<file path="src/sv/crcv_pkg.sv">
package crcv_pkg;

    localparam int MAX_COLS = 128;
    localparam int MAX_ROWS = 64;
    localparam int DEPTH    = MAX_COLS * MAX_ROWS;

    localparam int COL_W  = 7;   // read_col port width
    localparam int ROW_W  = 6;   // read_row port width
    localparam int ADDR_W = $clog2(DEPTH);

    localparam int CW_W   = 8;   // canvas_width register
    localparam int CH_W   = 7;   // canvas_height register
    localparam int CFG_IDX_W  = 1;
    localparam int CFG_DATA_W = 8;

    localparam int CRD_W  = 9;   // center coordinates
    localparam int RAD_W  = 8;
    localparam int GLYPH_W = 8;

    localparam int X_W    = 10;  // walker x, unsigned
    localparam int Y_W    = 10;  // walker y, signed
    localparam int PT_W   = 12;  // plotted coordinate, signed
    localparam int DW     = 14;  // delta / error term, signed

    localparam logic [GLYPH_W-1:0] SPACE_GLYPH = 8'h20;

    localparam logic OP_DRAW = 1'b0;
    localparam logic OP_READ = 1'b1;

    localparam logic [CFG_IDX_W-1:0] REG_WIDTH  = 1'b0;
    localparam logic [CFG_IDX_W-1:0] REG_HEIGHT = 1'b1;

    // Effective canvas size after clamping to the store.
    typedef struct packed {
        logic [CW_W-1:0] w;
        logic [CH_W-1:0] h;
    } crcv_geom_t;

    // One write into the canvas store from the circle walker.
    typedef struct packed {
        logic              en;
        logic [ADDR_W-1:0] addr;
    } crcv_wr_t;

    function automatic logic [ADDR_W-1:0] cell_addr(input logic [ROW_W-1:0] row,
                                                    input logic [COL_W-1:0] col);
        return ADDR_W'(ADDR_W'(row) * ADDR_W'(MAX_COLS) + ADDR_W'(col));
    endfunction

endpackage

</file>
<file path="src/sv/crcv_walker.sv">
module crcv_walker (
    input  logic                              clk,
    input  logic                              rst_n,
    input  logic                              start,
    input  logic signed [crcv_pkg::CRD_W-1:0] cx,
    input  logic signed [crcv_pkg::CRD_W-1:0] cy,
    input  logic [crcv_pkg::RAD_W-1:0]        radius,
    input  crcv_pkg::crcv_geom_t              geom,
    output crcv_pkg::crcv_wr_t                wr,
    output logic                              done
);
    import crcv_pkg::*;

    logic                    busy_reg, busy_next;
    logic [1:0]              phase_reg, phase_next;
    logic [X_W-1:0]          x_reg, x_next;
    logic signed [Y_W-1:0]   y_reg, y_next;
    logic signed [DW-1:0]    delta_reg, delta_next;
    logic signed [CRD_W-1:0] cx_reg, cy_reg;

    logic signed [PT_W-1:0]  px, py;
    logic                    col_ok, row_ok;
    logic signed [DW-1:0]    ys, xi, yd, err;
    logic [X_W-1:0]          x_inc;

    // point of the current phase: (cx+-x, cy+-y)
    always_comb
    begin
        if (phase_reg[1])
            px = $signed(PT_W'(cx_reg)) - $signed(PT_W'(x_reg));
        else
            px = $signed(PT_W'(cx_reg)) + $signed(PT_W'(x_reg));
        if (phase_reg[0])
            py = $signed(PT_W'(cy_reg)) - $signed(PT_W'(y_reg));
        else
            py = $signed(PT_W'(cy_reg)) + $signed(PT_W'(y_reg));
    end

    assign col_ok = !px[PT_W-1] && (px[PT_W-2:0] < (PT_W-1)'(geom.w));
    assign row_ok = !py[PT_W-1] && (py[PT_W-2:0] < (PT_W-1)'(geom.h));

    assign done    = busy_reg && y_reg[Y_W-1];
    assign wr.en   = busy_reg && !y_reg[Y_W-1] && col_ok && row_ok;
    assign wr.addr = cell_addr(py[ROW_W-1:0], px[COL_W-1:0]);

    // Bresenham circle step terms
    assign ys    = DW'(y_reg);
    assign x_inc = x_reg + X_W'(1);
    assign xi    = $signed(DW'(x_inc));
    assign yd    = ys - $signed(DW'(1));
    assign err   = ((delta_reg + ys) <<< 1) - $signed(DW'(1));

    always_comb
    begin
        busy_next  = busy_reg;
        phase_next = phase_reg;
        x_next     = x_reg;
        y_next     = y_reg;
        delta_next = delta_reg;
        if (start)
        begin
            busy_next  = 1'b1;
            phase_next = 2'd0;
            x_next     = '0;
            y_next     = $signed(Y_W'(radius));
            delta_next = $signed(DW'(1)) - ($signed(DW'(radius)) <<< 1);
        end
        else if (busy_reg)
        begin
            if (y_reg[Y_W-1])
            begin
                busy_next = 1'b0;
            end
            else
            begin
                phase_next = phase_reg + 2'd1;
                if (phase_reg == 2'd3)
                begin
                    priority if (delta_reg < 0 && err <= 0)
                    begin
                        x_next     = x_inc;
                        delta_next = delta_reg + (xi <<< 1) + $signed(DW'(1));
                    end
                    else if (delta_reg > 0 && err > 0)
                    begin
                        y_next     = y_reg - Y_W'(1);
                        delta_next = delta_reg - (yd <<< 1) - $signed(DW'(1));
                    end
                    else
                    begin
                        x_next     = x_inc;
                        y_next     = y_reg - Y_W'(1);
                        delta_next = delta_reg + ((xi - ys) <<< 1);
                    end
                end
            end
        end
    end

    always_ff @(posedge clk or negedge rst_n)
    begin
        if (!rst_n)
        begin
            busy_reg  <= 1'b0;
            phase_reg <= 2'd0;
        end
        else
        begin
            busy_reg  <= busy_next;
            phase_reg <= phase_next;
        end
    end

    always_ff @(posedge clk)
    begin
        x_reg     <= x_next;
        y_reg     <= y_next;
        delta_reg <= delta_next;
        if (start)
        begin
            cx_reg <= cx;
            cy_reg <= cy;
        end
    end

endmodule

</file>
<file path="config.mk">
export PLATFORM = sky130hd
export DESIGN_NAME = crcv_walker
export DESIGN_NICKNAME = d
export VERILOG_FILES = /design/src/sv/crcv_pkg.sv /design/src/sv/crcv_walker.sv
export SDC_FILE = /design/constraint.sdc
export NUM_CORES = 1
export LEC_CHECK = 0
export ABC_AREA = 0
export CAP_MARGIN = 15
export CORE_MARGIN = 2
export CORE_UTILIZATION = 45
export CTS_BUF_LIST = sky130_fd_sc_hd__clkbuf_16
export DETAILED_ROUTE_END_ITERATION = 12
export DONT_BUFFER_PORTS = 1
export SKIP_LAST_GASP = 1
export SLEW_MARGIN = 5
export SYNTH_ARGS = -nofsm -noshare
export SYNTH_HDL_FRONTEND = slang
export SYNTH_SLANG_ARGS = --single-unit
export TNS_END_PERCENT = 10
</file>
<file path="constraint.sdc">
create_clock -name clk -period 4.5 [get_ports clk]
set_input_delay 0.225 -clock clk [delete_from_list [all_inputs] [get_ports clk]]
set_output_delay 0.225 -clock clk [all_outputs]
set_load 0.01 [all_outputs]
</file>
==> Yosys cells after proc, flatten, opt, wreduce, memory -nomap -nowiden <==
Index checks and enable logic that the tools add are counted.
{ "totals": {"input_bits": 44, "out_inout_bits": 15, "reg_bits": 55, "elab_cells": 78} }
{ "classes": {"magnitude_cmp": 6, "muxes": 21, "addsub": 18, "reduce_logical": 18, "eq_ne": 4, "bitwise": 2} }
{ "ops": {"columns": ["operator", "n"], "rows": [
  ["14-bit 2-to-1 mux", 6],
  ["10-bit 2-to-1 mux", 5],
  ["14-bit by 1-bit > comparator with 1-bit output (second input constant)", 2],
  ["14-bit by 2-bit subtractor with 14-bit output (second input constant)", 2],
  ["12-bit 2-to-1 mux", 2],
  ["8-bit 2-to-1 mux", 2],
  ["14-bit by 12-bit adder with 14-bit output", 1],
  ["14-bit by 13-bit adder with 14-bit output", 1],
  ["14-bit by 2-bit adder with 14-bit output (second input constant)", 1],
  ["14-bit by 1-bit <= comparator with 1-bit output (second input constant)", 1],
  ["14-bit by 1-bit < comparator with 1-bit output (second input constant)", 1],
  ["14-bit by 12-bit subtractor with 14-bit output", 1],
  ["13-bit by 10-bit adder with 13-bit output", 1],
  ["13-bit by 7-bit adder with 13-bit output", 1],
  ["9-bit by 11-bit adder with 12-bit output", 1],
  ["4-bit AND reduction", 3],
  ["11-bit by 10-bit subtractor with 12-bit output", 1],
  ["9-bit by 11-bit subtractor with 12-bit output", 1],
  ["9-bit by 10-bit adder with 11-bit output", 1],
  ["11-bit by 7-bit < comparator with 1-bit output", 1],
  ["11-bit by 8-bit < comparator with 1-bit output", 1],
  ["10-bit by 2-bit subtractor with 11-bit output (second input constant)", 1],
  ["9-bit by 10-bit subtractor with 11-bit output", 1],
  ["10-bit by 1-bit adder with 10-bit output (second input constant)", 1],
  ["13 further kinds", 30]
]} }

==> Depth between registers and ports, before layout <==
{ "depth": {"word_depth": 10, "mapped_depth": 20, "mapped_depth_nobuf": 20} }

==> Worst setup path before layout <==
No wires, ideal clock.
{ "synth_path": {"path_type": "register to register", "startpoint": "register x_reg[0]", "endpoint": "register delta_reg[13] (data pin)", "setup_time_ps": 262, "path_buffers": 0, "required_ps": 4238, "stages_incl_launch_ff": 20, "period_less_slack_ps": 4147, "t_arrival_ps": 3885, "slack_ps": 353, "path_cell_list": "dfxtp_1 > inv_1 > ha_1 > inv_1 > fa_1 > nor2b_1 > o21ai_0 > a21boi_0 > o21ai_0 > a21boi_0 > nor2_1 > ha_1 > a21o_1 > a31o_2 > a211oi_1 > nor2_1 > o41ai_1 > xor2_1 > and3_1 > o22ai_1"} }
{ "synth_between": {"elab_chain_len": 9, "word_cells_on_any_way": 11, "classes_between": "5 x add/sub; 6 x mux"} }
{ "synth_rtl": {"columns": ["element", "line_no", "text"], "rows": [
  ["start: declaration", "crcv_walker.sv:16", "logic [X_W-1:0] x_reg, x_next;"],
  ["start signal: assignment", "crcv_walker.sv:116", "x_reg <= x_next;"],
  ["10-bit by 1-bit adder with 10-bit output (*)", "crcv_walker.sv:48", "assign x_inc = x_reg + X_W'(1);"],
  ["via x_inc[0]", "crcv_walker.sv:24", "logic [X_W-1:0] x_inc;"],
  ["11-bit by 10-bit subtractor with 12-bit output", "crcv_walker.sv:93", "delta_next = delta_reg + ((xi - ys) <<< 1);"],
  ["14-bit by 13-bit adder with 14-bit output", "crcv_walker.sv:93", null],
  ["14-bit 2-to-1 mux", "crcv_walker.sv:84", "else if (delta_reg > 0 && err > 0)"],
  ["14-bit 2-to-1 mux (*)", "crcv_walker.sv:79", "priority if (delta_reg < 0 && err <= 0)"],
  ["14-bit 2-to-1 mux (*)", "crcv_walker.sv:77", "if (phase_reg == 2'd3)"],
  ["14-bit 2-to-1 mux (*)", "crcv_walker.sv:70", "if (y_reg[Y_W-1])"],
  ["14-bit 2-to-1 mux (*)", "crcv_walker.sv:68", "else if (busy_reg)"],
  ["14-bit 2-to-1 mux (*)", "crcv_walker.sv:60", "if (start)"],
  ["via delta_next[13]", "crcv_walker.sv:18", "logic signed [DW-1:0] delta_reg, delta_next;"],
  ["end signal: assignment", "crcv_walker.sv:118", "delta_reg <= delta_next;"],
  ["end: declaration", "crcv_walker.sv:18", null]
]} }
Mark *: on every way through the listed nets, which the timed path passes. The rest lies on a longest branch. The select of a mux whose other input is x is not followed.
A chain may end at the register's enable or synchronous reset.

==> Worst setup path after layout <==
{ "layout_path": {"startpoint": "register x_reg[1]", "endpoint": "register delta_reg[13] (data pin)"} }
Same word-level chain as after synthesis.

==> flow_metrics.tcl <==
set metrics [dict create \
    vdd_drop_max_mv 0.185 \
    fin_nets 1028 \
    clockPowerShare 0.153 \
    max_cap_violations 0 \
    fp.dieArea_um2 16800 \
    largest_reg_flops 14 \
    synthFlopType "edfxtp_1" \
    synth_seq_cells 55 \
    relSlewSlack 0.444 \
    cp_slowest_cell "dfxtp_2" \
    clock_skew_ns 0.00870 \
    syn_area_um2 7100 \
    gp_congestion 0.933 \
    syn_avg_cell_area_um2 8.38 \
    cts_tree "yes" \
    hp-class "input pin to flip-flop" \
    crit_path_start_kind "flip-flop" \
    crit_path_max_fanout 7 \
    core_um2 15300 \
    grt_pass1_wl_mm 32.2 \
    dr.pass1.iters 5 \
    powerDensity_nw_per_um2 347 \
    clk_latency_ns 0.31 \
    crit_required_ns 4.56 \
    grt_start_max_net_pins 65 \
    cts_max_level 2 \
    synth-edff-count 40 \
    hold_violations 0 \
    layout_common_cells "96 x ha_1, 75 x xnor2_1, 74 x nor2_1" \
    async_flop_share 0.0545 \
    dpl.hpwl_mm 15.7 \
    worst_pin_slew_ns 0.834 \
    setup_viol 0 \
    worst_slack_ns 0.265 \
    wl_mm 20.2 \
    tns_ns 0 \
    drt_iter0_drc 409 \
    period_minus_slack_ns 4.23 \
    yosys_warnings 0 \
    numCtsBuffers 5 \
    ys_top_cells_by_area "ha_1 17%, edfxtp_1 17%, xnor2_1 9.5%, nor2_1 3.9%, a21oi_1 3.7%" \
    seqPwrFrac 0.253 \
    worstSetupEndpointType "flip-flop" \
    antenna_found_initial 0 \
    initial_core_util 0.463 \
    num_rows 45 \
    finalMaxSlewViolations 0 \
    finalCritPeriodShare 0.941 \
    clk_pin_slew_ns 0.08 \
    final_common_cell "ha_1" \
    netlist_instances 847 \
    overflow 0 \
    post_drt_wl_per_cell_um 18.5 \
    p_int_mw 1.54 \
    multiInputGateArea_um2 5290 \
    critical_path.max_stage_delay_ns 0.40 \
    critical_path_class "flip-flop to flip-flop" \
    clockBufferDepth 2 \
    status "finished clean" \
    die_w_um 130 \
    drive_gt1_frac 0.0965 \
    syn_nets 995 \
    num_antenna_cells 0 \
    comb_power_share 0.594 \
    synth_top_area_frac 0.171 \
    cts_num_sinks 55 \
    drc 0 \
    die_h_um 130 \
    grt_pass1_vias 6196 \
    synth-seq-area-share 0.214 \
    root_buffer "clkbuf_16" \
    fill_cells 1464 \
    ios 59 \
    dp_slack_ns 0.0381 \
    areaGrowthSynthToFinish_pct 11.4 \
    fmax_mhz 236 \
    yosysTopAreaCell "ha_1" \
    p_sw_mw 1.20 \
    antenna_left 0 \
    seq_area_um2 1520 \
    cp_data_arrival_time_ns 4.30 \
    rsz0062_at_grt "true" \
    synth.distinct_cells 75 \
    viasPerCell 5.93 \
    port_buffers 0 \
    num_vias 6471 \
    grt_util_all_layers 0.245 \
    p_leak_nw 3.32 \
    p_sw_frac 0.438 \
    cp_cell_sequence "ha_1 > xor2_1 > ha_1 > nor2b_1 > o21ai_1 > a21boi_1 > o21ai_1 > nand2_1 > nor2_1 > nor2_1 > ha_1 > a21o_1 > a31o_2 > a211oi_1 > nor2_1 > o41ai_1 > xor2_1 > and3_1 > o22ai_1" \
]
==> worst max-delay path, delay by kind of cell, from the launching register on <==
| family | cells | cell delay, ns |
|---|---|---|
| adder cells (fa/ha/maj) | 3 | 0.92 |
| AND/OR/NAND/NOR | 6 | 0.67 |
| flip-flops | 1 | 0.40 |
| XOR/XNOR | 2 | 0.46 |
| AO/OA/AOI/OAI | 8 | 1.54 |
==> kinds of logic after synthesis <==
logic type,share of synthesized area
buffers and inverters,0.0501
adder cells (fa/ha/maj),0.191
XOR/XNOR,0.117
AND/OR/NAND/NOR,0.179
AO/OA/AOI/OAI,0.224
multiplexers,0.0250
flip-flops,0.214
==> cell type report <==
| class | instances | area share |
|---|---|---|
| Multi-Input combinational cell | 702 | 0.669 |
| Sequential cell | 55 | 0.192 |
| Timing Repair Buffer | 52 | 0.0573 |
| Tap cell | 211 | 0.0334 |
| Inverter | 64 | 0.0304 |
| Clock buffer | 5 | 0.0158 |
| Clock inverter | 3 | 0.00237 |
==> layer usage <==
metal  wire length, um  global-route usage  share of wire  vias to the layer above
met5                 0                   0              0                        -
met4               378              0.0658          0.019                        0
met3              1250              0.0326          0.062                       30
met2              9010               0.390           0.45                      214
met1              9560               0.351           0.47                     3076
li1                  -                   -              -                     3151
==> final timing paths <==
check	to	from	cells past startpoint	slack (ns)
max in group asynchronous	phase_reg[0]	rst_n	1	4.18
max	delta_reg[13]	x_reg[1]	19	0.27
min reg2reg	x_reg[1]	x_reg[1]	2	0.54
max reg2reg	delta_reg[13]	x_reg[1]	19	0.27
min	cx_reg[3]	start	0	0.03
min in group asynchronous	phase_reg[1]	rst_n	1	0.17
==> stage by stage <==
step           instances  instance area [um2]  total power, mW  utilization  hold slack, ns
2_1_floorplan        847                 7100             1.86            -         -0.0706
3_3_place_gp        1060                 7470             2.22        0.488         -0.0704
3_5_place_dp        1060                 7470             2.26        0.488         -0.0704
4_1_cts             1080                 7740             2.71        0.506        0.000777
5_1_grt             1092                 7910             2.95        0.516          0.0118
6_report            1092                 7910             2.75        0.516          0.0252
==> cell usage after synthesis, types with 7 or more instances <==
library cell	count
a211oi_1	9
ha_1	97
xor2_1	18
nand4_1	8
nor2b_1	17
mux2i_1	11
o21ai_0	49
nand2b_1	9
or2_2	8
and3_1	8
nor3_1	24
a31oi_1	8
nor4_1	8
or3_1	7
clkbuf_1	19
nand3_1	13
o31ai_1	16
edfxtp_1	40
a21oi_1	53
inv_1	63
o21a_1	17
o21bai_1	9
dfxtp_1	12
nor2_1	74
nand2_1	45
fa_1	7
xnor2_1	77
a21o_1	17
nor4b_1	7
==> power groups by stage <==
stage	registers (mW)	clock network, mW	logic [mW]
after floorplan	0.665	0	1.20
after global placement	0.701	0	1.52
after detailed placement	0.702	0	1.55
after CTS	0.691	0.429	1.59
after global routing	0.696	0.443	1.81
final	0.694	0.421	1.63
==> what timing repair did <==
action / 4_1_cts / 5_1_grt
pin swaps: 0 / 4
setup buffers: 0 / 4
hold buffers: 12 / 8
endpoints found under the setup margin: 1 / 5
endpoints found under the hold margin: 23 / 8
resized for setup: 5 / 19
(Power assumes the default switching activity.)
